**config.mk**
```make
export PLATFORM = sky130hd
export DESIGN_NAME = byte_register_machine_execute_core_flat
export DESIGN_NICKNAME = d
export VERILOG_FILES = /design/src/brm_pkg.sv /design/src/brm_item_if.sv /design/src/brm_result_if.sv /design/src/byte_register_machine_execute_core.sv /design/src/brm_regfile.sv /design/src/brm_exec.sv /design/src/flat_wrapper.sv
export SDC_FILE = /design/constraint.sdc
export NUM_CORES = 1
export LEC_CHECK = 0
export BUFFER_PORTS_ARGS = -buffer_cell sky130_fd_sc_hd__buf_4
export CORE_MARGIN = 2
export CORE_UTILIZATION = 50
export CTS_CLUSTER_DIAMETER = 80
export DETAILED_ROUTE_END_ITERATION = 7
export HOLD_SLACK_MARGIN = 0.06
export PLACE_DENSITY = 0.69
export REMOVE_ABC_BUFFERS = 1
export SYNTH_ARGS = -nofsm -noshare
export SYNTH_HDL_FRONTEND = slang
export SYNTH_SLANG_ARGS = --single-unit
export TNS_END_PERCENT = 5
```
**constraint.sdc**
```tcl
create_clock -name clk -period 5.05 [get_ports clk]
set_clock_uncertainty 0.15 [all_clocks]
set_input_delay 0.2525 -clock clk [delete_from_list [all_inputs] [get_ports clk]]
set_output_delay 0.2525 -clock clk [all_outputs]
set_load 0.05 [all_outputs]
```
**src/brm_pkg.sv**
```systemverilog
// Package for the byte register machine execute core.
// Holds widths, opcode codes and the structs shared by the channels and modules.
// No dependencies.
package brm_pkg;

	localparam int REG_COUNT = 16;
	localparam int REG_AW    = $clog2(REG_COUNT);
	localparam int DATA_W    = 8;

	typedef logic [DATA_W-1:0] brm_byte_t;
	typedef logic [REG_AW-1:0] brm_raddr_t;

	// Opcode codes; anything else is a no-op
	typedef enum logic [7:0] {
		OP_INC  = 8'h01,
		OP_DEC  = 8'h02,
		OP_MOV  = 8'h03,
		OP_MOVC = 8'h04,
		OP_LSL  = 8'h05,
		OP_LSR  = 8'h06,
		OP_JMP  = 8'h07,
		OP_JFE  = 8'h0A,
		OP_RET  = 8'h0B,
		OP_ADD  = 8'h0C,
		OP_SUB  = 8'h0D,
		OP_XOR  = 8'h0E,
		OP_OR   = 8'h0F,
		OP_IN   = 8'h10,
		OP_OUT  = 8'h11
	} brm_op_t;

	// One instruction plus the input stream sample
	typedef struct packed {
		logic [7:0] kind;
		logic [7:0] operand;
		logic [7:0] in_byte;
		logic       in_end;
	} brm_item_t;

	// One execution result
	typedef struct packed {
		logic [7:0] next_pc;
		logic       out_valid;
		logic [7:0] out_byte;
		logic       byte_taken;
		logic       halted;
	} brm_result_t;

	// Architectural state outside the register file
	typedef struct packed {
		logic [7:0] pc;
		logic       end_flag;
		logic       halt;
	} brm_arch_t;

	// Register file write request
	typedef struct packed {
		logic       we;
		brm_raddr_t addr;
		brm_byte_t  data;
	} brm_rf_wr_t;

endpackage

```
**src/brm_item_if.sv**
```systemverilog
// Instruction channel: valid/ready handshake carrying one instruction item.
// Depends on brm_pkg.
interface brm_item_if;
	import brm_pkg::*;

	logic      valid;
	logic      ready;
	brm_item_t payload;

	modport source(output valid, output payload, input ready);
	modport sink(input valid, input payload, output ready);
endinterface

```
**src/brm_result_if.sv**
```systemverilog
// Result channel: valid/ready handshake carrying one execution result.
// Depends on brm_pkg.
interface brm_result_if;
	import brm_pkg::*;

	logic        valid;
	logic        ready;
	brm_result_t payload;

	modport source(output valid, output payload, input ready);
	modport sink(input valid, input payload, output ready);
endinterface

```
**src/byte_register_machine_execute_core.sv**
```systemverilog
// Byte register machine execute core: one instruction per transfer, one result each.
// Registers: input stage, then result register. Throughput: one instruction per cycle
// unless the result side stalls; the register file read is registered at accept time
// and bypassed from the write of the instruction executing in that same cycle.
// Reset (arst_n, async): pc, end flag and halt mark clear, all registers read as zero.
// Depends on brm_pkg, brm_item_if, brm_result_if, brm_regfile, brm_exec.
module byte_register_machine_execute_core (
	input  logic   clk,
	input  logic   arst_n,
	brm_item_if.sink     item,
	brm_result_if.source result
);
	import brm_pkg::*;

	logic        vld_s1;
	brm_item_t   item_s1;
	logic        out_vld_q;
	brm_result_t out_q;
	brm_arch_t   arch_q;

	logic        take_in;
	logic        exec_fire;
	brm_byte_t   rd_val;
	brm_byte_t   rs_val;
	brm_rf_wr_t  rf_wr_raw;
	brm_rf_wr_t  rf_wr;
	brm_arch_t   arch_nxt;
	brm_result_t res;

	// Handshake: execute when the result register is free or draining
	assign exec_fire  = vld_s1 && (!out_vld_q || result.ready);
	assign item.ready = !vld_s1 || exec_fire;
	assign take_in    = item.valid && item.ready;

	// Register file, read at transfer time
	brm_regfile u_regfile (
		.clk       (clk),
		.arst_n    (arst_n),
		.rd_en     (take_in),
		.rd_addr_a (item.payload.operand[REG_AW-1:0]),
		.rd_addr_b (item.payload.operand[2*REG_AW-1:REG_AW]),
		.wr        (rf_wr),
		.rd_data_a (rd_val),
		.rd_data_b (rs_val)
	);

	// Execute stage
	brm_exec u_exec (
		.item     (item_s1),
		.arch     (arch_q),
		.rd_val   (rd_val),
		.rs_val   (rs_val),
		.rf_wr    (rf_wr_raw),
		.arch_nxt (arch_nxt),
		.res      (res)
	);

	assign rf_wr = '{we: rf_wr_raw.we && exec_fire, addr: rf_wr_raw.addr, data: rf_wr_raw.data};

	// Control and architectural state
	always_ff @(posedge clk or negedge arst_n) begin
		if (!arst_n) begin
			vld_s1    <= 1'b0;
			out_vld_q <= 1'b0;
			arch_q    <= '0;
		end else begin
			if (take_in) begin
				vld_s1 <= 1'b1;
			end else if (exec_fire) begin
				vld_s1 <= 1'b0;
			end
			if (exec_fire) begin
				out_vld_q <= 1'b1;
				arch_q    <= arch_nxt;
			end else if (result.ready) begin
				out_vld_q <= 1'b0;
			end
		end
	end

	// Payload registers
	always_ff @(posedge clk) begin
		if (take_in) begin
			item_s1 <= item.payload;
		end
		if (exec_fire) begin
			out_q <= res;
		end
	end

	assign result.valid   = out_vld_q;
	assign result.payload = out_q;

`ifndef NO_ASSERTIONS
	a_halt_sticky: assert property (@(posedge clk) disable iff (!arst_n)
		arch_q.halt |=> arch_q.halt)
		else $error("halt mark cleared after being set");

	a_halt_pc_hold: assert property (@(posedge clk) disable iff (!arst_n)
		arch_q.halt |=> $stable(arch_q.pc))
		else $error("pc moved while halted");

	a_wr_only_exec: assert property (@(posedge clk) disable iff (!arst_n)
		rf_wr.we |-> (exec_fire && !arch_q.halt))
		else $error("register write outside an executing instruction");

	a_halt_result: assert property (@(posedge clk) disable iff (!arst_n)
		(exec_fire && res.halted) |=> (arch_q.halt && out_vld_q && out_q.halted))
		else $error("halted result without halt state");

	a_stall_cause: assert property (@(posedge clk) disable iff (!arst_n)
		!item.ready |-> (vld_s1 && out_vld_q && !result.ready))
		else $error("input stalled without a full pipeline");
`endif

endmodule

```
**src/brm_regfile.sv**
```systemverilog
// Sixteen-entry byte register file: one write port, two registered read ports.
// Entries never written read as zero via per-entry valid bits. Depends on brm_pkg.
module brm_regfile (
	input  logic               clk,
	input  logic               arst_n,
	input  logic               rd_en,
	input  brm_pkg::brm_raddr_t rd_addr_a,
	input  brm_pkg::brm_raddr_t rd_addr_b,
	input  brm_pkg::brm_rf_wr_t wr,
	output brm_pkg::brm_byte_t  rd_data_a,
	output brm_pkg::brm_byte_t  rd_data_b
);
	import brm_pkg::*;

	brm_byte_t              mem [REG_COUNT];
	logic [REG_COUNT-1:0]   filled_q;
	brm_byte_t              rd_data_a_q;
	brm_byte_t              rd_data_b_q;

	// Storage array
	always_ff @(posedge clk) begin
		if (wr.we) begin
			mem[wr.addr] <= wr.data;
		end
	end

	// Written marks, cleared at reset so the file reads as all zero
	always_ff @(posedge clk or negedge arst_n) begin
		if (!arst_n) begin
			filled_q <= '0;
		end else if (wr.we) begin
			filled_q[wr.addr] <= 1'b1;
		end
	end

	// Registered reads with write-through of a same-cycle write
	always_ff @(posedge clk) begin
		if (rd_en) begin
			if (wr.we && (wr.addr == rd_addr_a)) begin
				rd_data_a_q <= wr.data;
			end else if (filled_q[rd_addr_a]) begin
				rd_data_a_q <= mem[rd_addr_a];
			end else begin
				rd_data_a_q <= '0;
			end
			if (wr.we && (wr.addr == rd_addr_b)) begin
				rd_data_b_q <= wr.data;
			end else if (filled_q[rd_addr_b]) begin
				rd_data_b_q <= mem[rd_addr_b];
			end else begin
				rd_data_b_q <= '0;
			end
		end
	end

	assign rd_data_a = rd_data_a_q;
	assign rd_data_b = rd_data_b_q;

endmodule

```
**src/brm_exec.sv**
```systemverilog
// Execute logic: decodes one instruction and computes the register write,
// the next architectural state and the result. Depends on brm_pkg.
module brm_exec (
	input  brm_pkg::brm_item_t   item,
	input  brm_pkg::brm_arch_t   arch,
	input  brm_pkg::brm_byte_t   rd_val,
	input  brm_pkg::brm_byte_t   rs_val,
	output brm_pkg::brm_rf_wr_t  rf_wr,
	output brm_pkg::brm_arch_t   arch_nxt,
	output brm_pkg::brm_result_t res
);
	import brm_pkg::*;

	brm_raddr_t dst;
	logic [7:0] pc_inc;
	logic [7:0] pc_jmp;

	assign dst    = item.operand[REG_AW-1:0];
	assign pc_inc = arch.pc + 8'd2;
	assign pc_jmp = arch.pc + item.operand;

	// Decode and execute
	always_comb begin
		rf_wr          = '{we: 1'b0, addr: dst, data: rd_val};
		arch_nxt       = arch;
		arch_nxt.pc    = pc_inc;
		res            = '0;
		if (arch.halt) begin
			// halted: hold everything, report the held pc
			arch_nxt    = arch;
			res.next_pc = arch.pc;
			res.halted  = 1'b1;
		end else begin
			unique case (item.kind)
				OP_INC: begin
					rf_wr.we   = 1'b1;
					rf_wr.data = rd_val + 8'd1;
				end
				OP_DEC: begin
					rf_wr.we   = 1'b1;
					rf_wr.data = rd_val - 8'd1;
				end
				OP_MOV: begin
					rf_wr.we   = 1'b1;
					rf_wr.data = rs_val;
				end
				OP_MOVC: begin
					rf_wr.we   = 1'b1;
					rf_wr.addr = '0;
					rf_wr.data = item.operand;
				end
				OP_LSL: begin
					rf_wr.we   = 1'b1;
					rf_wr.data = {rd_val[DATA_W-2:0], 1'b0};
				end
				OP_LSR: begin
					rf_wr.we   = 1'b1;
					rf_wr.data = {1'b0, rd_val[DATA_W-1:1]};
				end
				OP_JMP: begin
					arch_nxt.pc = pc_jmp;
				end
				OP_JFE: begin
					if (arch.end_flag) begin
						arch_nxt.pc = pc_jmp;
					end
				end
				OP_RET: begin
					arch_nxt.halt = 1'b1;
				end
				OP_ADD: begin
					rf_wr.we   = 1'b1;
					rf_wr.data = rd_val + rs_val;
				end
				OP_SUB: begin
					rf_wr.we   = 1'b1;
					rf_wr.data = rd_val - rs_val;
				end
				OP_XOR: begin
					rf_wr.we   = 1'b1;
					rf_wr.data = rd_val ^ rs_val;
				end
				OP_OR: begin
					rf_wr.we   = 1'b1;
					rf_wr.data = rd_val | rs_val;
				end
				OP_IN: begin
					if (item.in_end) begin
						arch_nxt.end_flag = 1'b1;
					end else begin
						rf_wr.we          = 1'b1;
						rf_wr.data        = item.in_byte;
						arch_nxt.end_flag = 1'b0;
						res.byte_taken    = 1'b1;
					end
				end
				OP_OUT: begin
					if (!arch.end_flag) begin
						res.out_valid = 1'b1;
						res.out_byte  = rd_val;
					end
				end
				default: begin
				end
			endcase
			res.next_pc = arch_nxt.pc;
			res.halted  = arch_nxt.halt;
		end
	end

endmodule

```
**src/flat_wrapper.sv**
```systemverilog
// flat-port wrapper written by rule: the top's interface ports become plain ports
module byte_register_machine_execute_core_flat import brm_pkg::*;
  (clk, arst_n, item_valid, item_payload, item_ready, result_valid, result_payload, result_ready);
  brm_item_if item_i ();
  brm_result_if result_i ();
  input  logic clk;
  input  logic arst_n;
  input wire logic [$bits(item_i.valid)-1:0] item_valid;
  input wire logic [$bits(item_i.payload)-1:0] item_payload;
  output wire logic [$bits(item_i.ready)-1:0] item_ready;
  output wire logic [$bits(result_i.valid)-1:0] result_valid;
  output wire logic [$bits(result_i.payload)-1:0] result_payload;
  input wire logic [$bits(result_i.ready)-1:0] result_ready;
  assign item_i.valid = item_valid;
  assign item_i.payload = item_payload;
  assign item_ready = item_i.ready;
  assign result_valid = result_i.valid;
  assign result_payload = result_i.payload;
  assign result_i.ready = result_ready;
  byte_register_machine_execute_core u_core (.clk(clk), .arst_n(arst_n), .item(item_i), .result(result_i));
endmodule
```
==> results of run 1 <==
==> logic make-up after synthesis <==
logic type | after synthesis
AO/OA/AOI/OAI | 147
XOR/XNOR | 20
adder cells (fa/ha/maj) | 27
buffers and inverters | 78
flip-flops | 216
multiplexers | 115
AND/OR/NAND/NOR | 225
==> cells in the final DEF (no fill, tap or decap), drive strengths merged, types with 15 or more instances in the layout <==
master,n
edfxtp,188
mux4,80
buf,74
nor2,67
o21ai,42
clkbuf,42
nand2,40
inv,33
a21oi,31
nand3,30
mux2i,28
dfrtp,28
dlygate4sd3,26
ha,25
or2,18
xnor2,15
==> worst paths after layout <==
check,startpoint,slack (ns),to,cells past startpoint
setup / recovery,u_core.item_s1[21]$_DFFE_PP_,0.42,u_core.u_regfile.mem[4][6]$_DFFE_PP_,12
hold / removal,item_payload[10],0.15,u_core.item_s1[10]$_DFFE_PP_,1
setup reg to reg,u_core.item_s1[21]$_DFFE_PP_,0.42,u_core.u_regfile.mem[4][6]$_DFFE_PP_,12
hold reg to reg,u_core.u_regfile.filled_q[7]$_DFFE_PN0P_,0.34,u_core.u_regfile.filled_q[7]$_DFFE_PN0P_,1
max in group asynchronous,arst_n,4.00,u_core.arch_q[0]$_DFFE_PN0P_,4
min in group asynchronous,arst_n,0.57,u_core.u_regfile.filled_q[4]$_DFFE_PN0P_,4
==> layer usage <==
metal / vias up / share of wire, %
met2: 352 / 49
met4: 0 / 5.2
met1: 3698 / 39
li1: 3417 / -
met3: 93 / 7.1
met5: - / 0
==> sequential cells by signal, summed over array words and instances (netlist names) <==
name                        count
u_core.arch_q                  10
u_core.result.valid             1
u_core.u_regfile.rd_data_b      8
u_core.result.payload          19
u_core.u_regfile.rd_data_a      8
u_core.vld_s1                   1
u_core.item_s1                 25
u_core.u_regfile.filled_q      16
u_core.u_regfile.mem          128
==> per-stage QoR <==
step	worst slack, ns	utilization [%]	std cells	total power [W]	hold WS, ns
global placement	0.479	54.0	1139	0.00281	0.0635
global route	0.209	58.7	1212	0.00470	0.141
CTS	0.345	58.7	1212	0.00455	0.120
floorplan	0.940	-	781	0.00261	-0.193
detailed placement	0.369	54.0	1139	0.00282	0.0561
finish	0.424	58.7	1212	0.00452	0.155
==> report_power, final <==
group	switching, W	internal [W]	leakage (nW)
Combinational	0.000385	0.000295	2.32
Sequential	0.0000834	0.00204	2.12
Clock	0.000704	0.00100	0.381
Total	0.00117	0.00334	4.82
==> worst max-delay path, cell delays in order (launching register included) <==
cell,delay [ns]
edfxtp_1,0.46
or4_1,0.66
nor3_2,0.49
nand2_1,0.18
ha_1,0.25
fa_1,0.47
nor2b_1,0.17
o31a_1,0.16
o21a_1,0.14
o21a_1,0.11
nor3_1,0.05
o32ai_1,0.58
inv_1,0.40
==> area by class of cell <==
cell class                      instances  area share (%)
Sequential cell                       216            47.9
Multi-Input combinational cell        534            36.4
Timing Repair Buffer                  100            6.25
Clock buffer                           42            5.59
Tap cell                              285            2.69
Inverter                               31           0.879
Clock inverter                          4           0.312
==> repair_timing <==
action	CTS	global route
setup endpoints to repair	0	16
endpoints found under the hold margin	51	0
gates resized for setup	0	1
hold buffers	27	0
==> impl_results.md, run 1 <==
* IO Port Bufs at between 40 and 50
* Placed wire-length estimate at 18500 um
* HP Class: in2reg
* Area grow syn2layout at 15.4%
* Filler instances at between 1500 and 2000
* Cell variety after synth at 70
* Post-CTS Setup Repair Bufs at 0
* ANT cells at 0
* Synth Flop Type: edfxtp_1
* Syn Inst Count at slightly above 800
* Top Usage Layer GRT: met2
* Final wirelength at 28700 um
* RSZ-0062 raised after global routing: false
* CP startpoint kind: flip-flop
* CP Max Fanout at 16
* Critical path required time at approximately 5 ns
* Largest net degree at the start of global routing at 42
* Leakage at approximately 4.8 nW
* Clk buf depth at 3
* Adder-cell share of the synthesized area at roughly 3.1%
* EDFF count, synth at ~190
* Minimum clock period at around 4.6 ns
* Inserted Clock Buffers at 25
* Worst-Margin Slew at approximately 1.3 ns
* Final Max Slew Viols at 0
* Largest cells by area after synthesis: edfxtp_1 (49%), mux4_2 (16%), dfrtp_1 (6.1%)
* Final hold violation count at 0
* MaxCap Viol Count at 0
* Post-route ant nets at 0
* Met3 global-route usage at under 10%
* Post-Synth XOR/XNOR Area at 1.53%
* Routing usage on met2 at between 40% and 50%
* Final setup fails at 0
* Yosys top cell by area: edfxtp_1
* Share of layout cells above drive strength 1 at 24.2%
* Slew headroom at 15.1%
* Post-Synth Simple-Gate Area at 9.95%
* Outcome: finished clean
* Clock sinks at between 200 and 250
* Die Span Y at 155 um
* Vias/cell at just over 6
* Root Driver: clkbuf_16
* Die ar. at between 0.02 and 0.025 mm2
* Area of the multi-input gates at 0.00482 mm2
* Vias at around 7600
* Sequential standard cell area at roughly 0.0063 mm2
* GPL Wtd Cong at approximately 1
* Fin nets at between 900 and 1000
* First-pass GRT wire length at 43900 um
* Drc violations at 0
* I/O Pins at 50
* Antenna violations before repair at 0
* Routed WL per cell at 23.7 um
* Final period util at roughly 92%
* Initial core utilization at between 50% and 60%
* Top cells by count, synth: edfxtp_1 (188), mux4_2 (80), nor2_1 (66)
* Mux cell area share after synthesis at about a fifth
* Warnings, synthesis at 0
* Worst-skew pair later-pin latency at between 0.5 and 0.6 ns
* Largest family of logic cells by synthesized area: multiplexers
* Die X at 155 um
* Final setup TNS at 0 ns
* Post-synthesis compound-gate area fraction at about 8.5%
* WP data arrival at around 4.7 ns
* Syn Area/Cell at between 10 and 15 um2
* Most instantiated library cell after synthesis: edfxtp_1
* GRT met1 Usage at 30.9%
* Gr usage total at between 20 and 25%
* Netlist Area Pre-Place at approximately 0.011 mm2
* Worst VDD drop at around 0.00025 V
* Fmax achieved at roughly 220 MHz
* Rows at 55
* CTS tree: done
* Clk slew on worst S/H paths at around 0.050 ns
* Pwr/cell area at approximately 340 mW/mm2
* First drt pass iteration count at 5
* CP endpoint kind: flip-flop
* Initial drt markers at 750
* Final instance area at ~0.013 mm2
* Register area share after synthesis at a little under three fifths
* Dpl cell area at about 0.012 mm2
* Crit Path Category: reg2reg
* Total gr overflow at 0
* Core area at between 0.02 and 0.025 mm2
* Post-synth top area share at roughly half
* Vias in the first global route at 7721
* Asr flop ratio synth at roughly an eighth
* Seq cells post-synth at about 220
* H-tree Lvls at 1
Power figures use the tool's default switching activity.
==> run 2: changes to the inputs <==
Settings changed: ABC_AREA set to 1.
Clock period 5.05 ns to 4.94 ns, I/O delays scaled along.
==> impl_results.md, run 2 <==
* Outcome: finished clean
* Crit Path Category: reg2reg
* Critical path required time at 4.98 ns (-0.10 ns)
* M1 wire length at 14000 um (+24%)
* Critical Path Most Common Cell: nor2_1
* Most instantiated library cell after synthesis: o21ai_0
* Top cells by count, synth: o21ai_0 (266), nand2_1 (193), edfxtp_1 (188)
* Worst-skew pair later-pin latency at 0.55 ns (about the same)
* GPL Wtd Cong at 0.921 (-7.5%)
* Utilization after layout at 58.1% (-0.63 points)
* Worst-Margin Slew at 1.18 ns (-0.0882 ns)
* Die Span Y at 158 um (+1.3%)
* Seq cells post-synth at 216 (unchanged)
* Fin nets at 1446 (+50%)
* Most frequent cells in the layout: o21ai_0 (266), nand2_1 (193), edfxtp_1 (188)
* Initial drt markers at 1082 (+44%)
* Gr usage total at 27.8% (+3.6 points)
* Asr flop ratio synth at 13.0% (unchanged)
* CP endpoint kind: flip-flop
* Clk slew on worst S/H paths at 0.06 ns (about the same)
* Cell variety after synth at 44 (-37%)
* Netlist Area Pre-Place at 0.0118 mm2 (+2.7%)
* Hold Worst Slack at 0.291 ns (+0.136 ns)
* Post-route ant nets at 0 (unchanged)
* Routed WL per cell at 20.0 um (-16%)
* Slew headroom at 21.0% (+5.9 points)
* Syn Inst Count at 1326 (+60%)
* Pwr/cell area at 327 mW/mm2 (-4.1%)
* Final Max Slew Viols at 0 (unchanged)
* Area grow syn2layout at 15.0%
* Core area at 0.0233 mm2 (+3.4%)
* Die X at 158 um (+1.3%)
* Placed wire-length estimate at 22100 um (+19%)
* Final setup TNS at 0 ns (unchanged)
* Final hold violation count at 0 (unchanged)
* CP Max Fanout at 18 (+2)
* MaxCap Viol Count at 0 (unchanged)
* Fmax achieved at 246 MHz (+14%)
* Commonest non-fill, non-tap cell in the layout: o21ai_0
* Worst VDD drop at 0.000282 V (+11%)
* Minimum clock period at 4.06 ns (-0.565 ns)
* Share of layout cells above drive strength 1 at 11.3% (-13 points)
* WL met3 at 2750 um (+35%)
* I/O Pins at 50 (unchanged)
* First-pass GRT wire length at 52600 um (+20%)
* CP startpoint kind: flip-flop
* Final wirelength at 34400 um (+20%)
* Post-synth top area share at 47.9% (-1.3 points)
* Placed cells at 1654 (+45%)
* Clk buf depth at 3 (unchanged)
* RSZ-0062 raised after global routing: false
* Post-CTS Setup Repair Bufs at 0 (unchanged)
* Max reg flops at 128 (unchanged)
* Non-filler instance count after layout at 1726 (+42%)
* Syn Area/Cell at 8.89 um2 (-36%)
* Vias at 10000 (+33%)
* Vias/cell at 5.81 (-6.9%)
* Initial core utilization at 50.5% (-0.33 points)
* IO Port Bufs at 49 (unchanged)
* Top routing layer in use: met4
* Largest cells by area after synthesis: edfxtp_1 (48%), o21ai_0 (11%), nand2_1 (6.1%)
* HP Class: in2reg
* Antenna violations before repair at 0 (unchanged)
* CP max stage delay at 0.88 ns (+0.22 ns)
* Inserted Clock Buffers at 25 (unchanged)
* Yosys top cell by area: edfxtp_1
* Slowest cell on the critical path: nor2_1
* Root Driver: clkbuf_16
* Reg with most FFs: u_core.u_regfile.mem
* Crit-path cells: inv_2 -> nand2_2 -> nor2_4 -> nand2_2 -> nand3_1 -> inv_1 -> a311oi_1 -> ha_1 -> nand2_1 -> or2_2 -> nand3_1 -> nor2_1 -> nor2_1 -> nand2_1 -> nand2_1 -> nor2_1 -> nor2_1
* Die ar. at 0.0248 mm2 (+2.6%)
* Synth Flop Type: edfxtp_1
* Clock sinks at 216 (unchanged)
* Final period util at 82.2% (-9.4 points)
* H-tree Lvls at 1 (unchanged)
* Vias in the first global route at 9483 (+23%)
* Largest net degree at the start of global routing at 80 (+90%)
* WL met2 at 16400 um (+18%)
* Rows at 56 (+1.8%)
* Hold-fix buffers, CTS at 28 (+3.7%)
* First drt pass iteration count at 5 (unchanged)
* CTS tree: done
* Drc violations at 0 (unchanged)
* WP data arrival at 4.10 ns (-0.55 ns)
* Warnings, synthesis at 0 (unchanged)
* CTS resizes at 0 (unchanged)
* Final setup fails at 0 (unchanged)
* Total gr overflow at 0 (unchanged)
* ANT cells at 0 (unchanged)
* Leakage at 5.47 nW (+13%)
* EDFF count, synth at 188 (unchanged)
* Register area share after synthesis at 53.9% (-1.5 points)
-- run 2: cell types whose count changed after synthesis, sizes merged, moves of 23 or more --
cell / delta
nor2: +96
inv: +89
mux4: -80
o21ai: +224
mux2i: -27
o22ai: +23
nand3: +42
a21oi: +67
clkbuf: +25
nand2: +166
-- run 2: cell type report --
cell class                      instances  area, um2
Timing Repair Buffer                  100        831
Clock buffer                           33        656
Fill cell                            2074       9790
Inverter                              121        454
Clock inverter                         11        119
Tap cell                              319        399
Multi-Input combinational cell        926       4740
Sequential cell                       216       6350
-- run 2: kinds of logic (layout without fill, tap and decap cells) --
logic type / Yosys count / in the layout / share of synthesized area, %
flops: 216 / 216 / 53.9
simple gates: 475 / 475 / 18.0
buf+inv: 184 / 265 / 5.91
mux: 1 / 1 / 0.0849
compound gates: 415 / 415 / 18.6
fa+ha+maj: 27 / 27 / 2.99
xor+xnor: 8 / 8 / 0.595
-- run 2: metal layers --
| metal | vias up | track usage [%] |
|---|---|---|
| li1 | 4767 | - |
| met1 | 4706 | 37.1 |
| met2 | 474 | 46.1 |
| met3 | 80 | 3.52 |
| met4 | 0 | 11.1 |
| met5 | - | 0 |
-- run 2: through the flow --
step | setup slack [ns] | power (W) | area [um2]
after floorplan | 1.43 | 0.00244 | 11500
after global placement | 1.02 | 0.00265 | 12500
after detailed placement | 1.02 | 0.00265 | 12500
after CTS | 0.959 | 0.00444 | 13500
after global routing | 0.606 | 0.00457 | 13500
final | 0.879 | 0.00443 | 13500
-- run 2: path summary, 6_finish.rpt --
path,start,to,slack (ns),cells after the start
worst max-delay path,u_core.item_s1[21]$_DFFE_PP_,u_core.u_regfile.mem[15][6]$_DFFE_PP_,0.88,17
max in group asynchronous,arst_n,u_core.u_regfile.filled_q[11]$_DFFE_PN0P_,3.87,4
worst max register to register,u_core.item_s1[21]$_DFFE_PP_,u_core.u_regfile.mem[15][6]$_DFFE_PP_,0.88,17
min in group asynchronous,arst_n,u_core.u_regfile.filled_q[4]$_DFFE_PN0P_,0.58,4
worst min-delay path,item_payload[14],u_core.item_s1[14]$_DFFE_PP_,0.29,2
worst min register to register,u_core.u_regfile.filled_q[13]$_DFFE_PN0P_,u_core.u_regfile.filled_q[13]$_DFFE_PN0P_,0.32,2
-- run 2: power breakdown --
group          switching [W]  total, W  internal [W]  leakage, nW
Clock               0.000743   0.00178       0.00104        0.378
Combinational       0.000389  0.000549      0.000160         3.03
Sequential         0.0000351   0.00210       0.00206         2.06
Total                0.00117   0.00443       0.00326         5.47
-- run 2: critical path, delay by kind of cell (launching register included) --
family / cells / cell delay [ns]
AND/OR/NAND/NOR: 13 / 2.40
AO/OA/AOI/OAI: 1 / 0.29
adder cells (fa/ha/maj): 1 / 0.25
buffers and inverters: 2 / 0.20
flip-flops: 1 / 0.40
==> run 3: changes to the inputs <==
Clock period 4.94 ns to 4.14 ns, I/O delays scaled along.
==> impl_results.md, run 3 (synthesized netlist as in run 2, its figures left out) <==
* Critical path required time at 4.39 ns (-0.59 ns)
* Worst-skew pair later-pin latency at 0.54 ns (about the same)
* Top routing layer in use: met4
* Die Span Y at 158 um (unchanged)
* Core area at 0.0233 mm2 (unchanged)
* Critical Path Most Common Cell: nand2_1
* WL met3 at 3000 um (+9.2%)
* Final wirelength at 34800 um (+0.89%)
* Pwr/cell area at 393 mW/mm2 (+20%)
* Utilization after layout at 58.7% (+0.60 points)
* Final hold violation count at 0 (unchanged)
* Most frequent cells in the layout: o21ai_0 (266), nand2_1 (193), edfxtp_1 (188)
* Root Driver: clkbuf_16
* Post-CTS Setup Repair Bufs at 0 (unchanged)
* H-tree Lvls at 1 (unchanged)
* MaxCap Viol Count at 0 (unchanged)
* Final Max Slew Viols at 0 (unchanged)
* Post-route ant nets at 0 (unchanged)
* Vias/cell at 5.86 (+0.84%)
* CTS tree: done
* Max reg flops at 128 (unchanged)
* WP data arrival at 4.00 ns (-0.10 ns)
* Drc violations at 0 (unchanged)
* Gr usage total at 28.0% (+0.27 points)
* Final setup fails at 0 (unchanged)
* Clk slew on worst S/H paths at 0.06 ns (about the same)
* RSZ-0062 raised after global routing: false
* Slowest cell on the critical path: nor2_2
* Clock sinks at 216 (unchanged)
* Reg with most FFs: u_core.u_regfile.mem
* Worst VDD drop at 0.000359 V (+27%)
* M1 wire length at 14000 um (about the same)
* Non-filler instance count after layout at 1738 (+0.70%)
* I/O Pins at 50 (unchanged)
* Initial core utilization at 50.5% (unchanged)
* Total power at 0.00538 W (+21%)
* HP Class: in2reg
* Crit Path Category: reg2reg
* Worst-Margin Slew at 1.05 ns (-0.127 ns)
* First drt pass iteration count at 5 (unchanged)
* Final period util at 90.5% (+8.3 points)
* CP max stage delay at 0.52 ns (-0.36 ns)
* Vias in the first global route at 9648 (+1.7%)
* Register-to-Register Setup Slack at 0.39 ns (-0.49 ns)
* Placed cells at 1665 (+0.67%)
* Commonest non-fill, non-tap cell in the layout: o21ai_0
* Total gr overflow at 0 (unchanged)
* Filler instances at 2020 (-2.6%)
* Die X at 158 um (unchanged)
* Rows at 56 (unchanged)
* Placed wire-length estimate at 22800 um (+3.1%)
* Final setup TNS at 0 ns (unchanged)
* Die ar. at 0.0248 mm2 (unchanged)
* CP startpoint kind: flip-flop
* Slew headroom at 29.7% (+8.7 points)
* Clk buf depth at 3 (unchanged)
* First-pass GRT wire length at 52900 um (+0.63%)
* IO Port Bufs at 49 (unchanged)
* Minimum clock period at 3.75 ns (-0.312 ns)
* Share of layout cells above drive strength 1 at 12.1% (+0.82 points)
* Area grow syn2layout at 16.1%
* Hold-critical path depth at 2 (unchanged)
* GPL Wtd Cong at 0.936 (+1.6%)
* Routed WL per cell at 20.0 um (+0.19%)
* Largest net degree at the start of global routing at 55 (-31%)
* Sequential standard cell area at 0.00635 mm2 (unchanged)
* Crit-path cells: inv_2 -> nand2_2 -> nor2_4 -> nand2_2 -> nand3_1 -> inv_1 -> a311oi_1 -> ha_1 -> nand2_1 -> or2_2 -> nand3_1 -> nor2_1 -> nor2_1 -> nand2_1 -> nand2_1 -> nor2_1 -> nor2_2 -> nand2_1 -> nand2_1
* CP endpoint kind: flip-flop
* Outcome: finished clean
* CP Max Fanout at 18 (unchanged)
* Leakage at 5.55 nW (+1.5%)
* Area of the multi-input gates at 0.00475 mm2 (+0.16%)
* ANT cells at 0 (unchanged)
* Fmax achieved at 267 MHz (+8.3%)
* Fin nets at 1457 (+0.76%)
* WL met2 at 16300 um (-0.42%)
* Initial drt markers at 1134 (+4.8%)
* Antenna violations before repair at 0 (unchanged)
* Inserted Clock Buffers at 24 (-4.0%)
* Cell depth of the worst flop-to-flop path at 19 (+2)
* Vias at 10200 (+1.5%)
==> run 3: path summary, 6_finish.rpt <==
kind                                                           start                                   endpoint
max                                     u_core.item_s1[22]$_DFFE_PP_    u_core.u_regfile.rd_data_a[6]$_DFFE_PP_
min in group asynchronous                                     arst_n   u_core.u_regfile.filled_q[9]$_DFFE_PN0P_
min reg2reg                u_core.u_regfile.filled_q[14]$_DFFE_PN0P_  u_core.u_regfile.filled_q[14]$_DFFE_PN0P_
min                                                 item_payload[14]               u_core.item_s1[14]$_DFFE_PP_
max in group asynchronous                                     arst_n  u_core.u_regfile.filled_q[12]$_DFFE_PN0P_
max reg2reg                             u_core.item_s1[22]$_DFFE_PP_    u_core.u_regfile.rd_data_a[6]$_DFFE_PP_
==> run 3: layout make-up <==
cell class | count | area share (%)
timing repair buffer | 112 | 6.75
inverter | 121 | 3.32
clock buffer | 33 | 4.78
tap | 319 | 2.92
clock inverter | 11 | 1.17
sequential | 216 | 46.4
multi-input combinational | 926 | 34.7
==> run 3: worst max-delay path, delay by kind of cell (launching register included) <==
kind | cells | cell delay, ns
and+or+nand+nor | 15 | 2.33
AOI/OAI and AO/OA | 1 | 0.31
adders and majority gates | 1 | 0.24
buffers and inverters | 2 | 0.21
DFF | 1 | 0.39
==> run 3: metrics by stage <==
stage	instance area (um2)	hold WS (ns)	setup WS (ns)
floorplan	11500	-0.239	0.626
global placement	12600	0.00816	0.200
detailed placement	12600	0.00981	0.141
CTS	13700	0.207	0.124
global route	13700	0.240	0.114
finish	13700	0.244	0.391
==> run 3: report_power, final <==
group	switching, W	total (W)	internal, W
Clock	0.000863	0.00221	0.00135
Combinational	0.000466	0.000662	0.000196
Sequential	0.0000422	0.00250	0.00246
==> run 3: layer usage <==
metal / vias up / GRT usage, %
met4: 0 / 12.4
met5: - / 0
met3: 96 / 3.33
met1: 4794 / 36.8
li1: 4777 / -
met2: 515 / 46.8
==> run 3: repair_timing <==
item                                    4_1_cts  5_1_grt
endpoints found under the setup margin        0       19
hold endpoints to repair                     56        0
hold buffers                                 29        0
resized for setup                             0        2
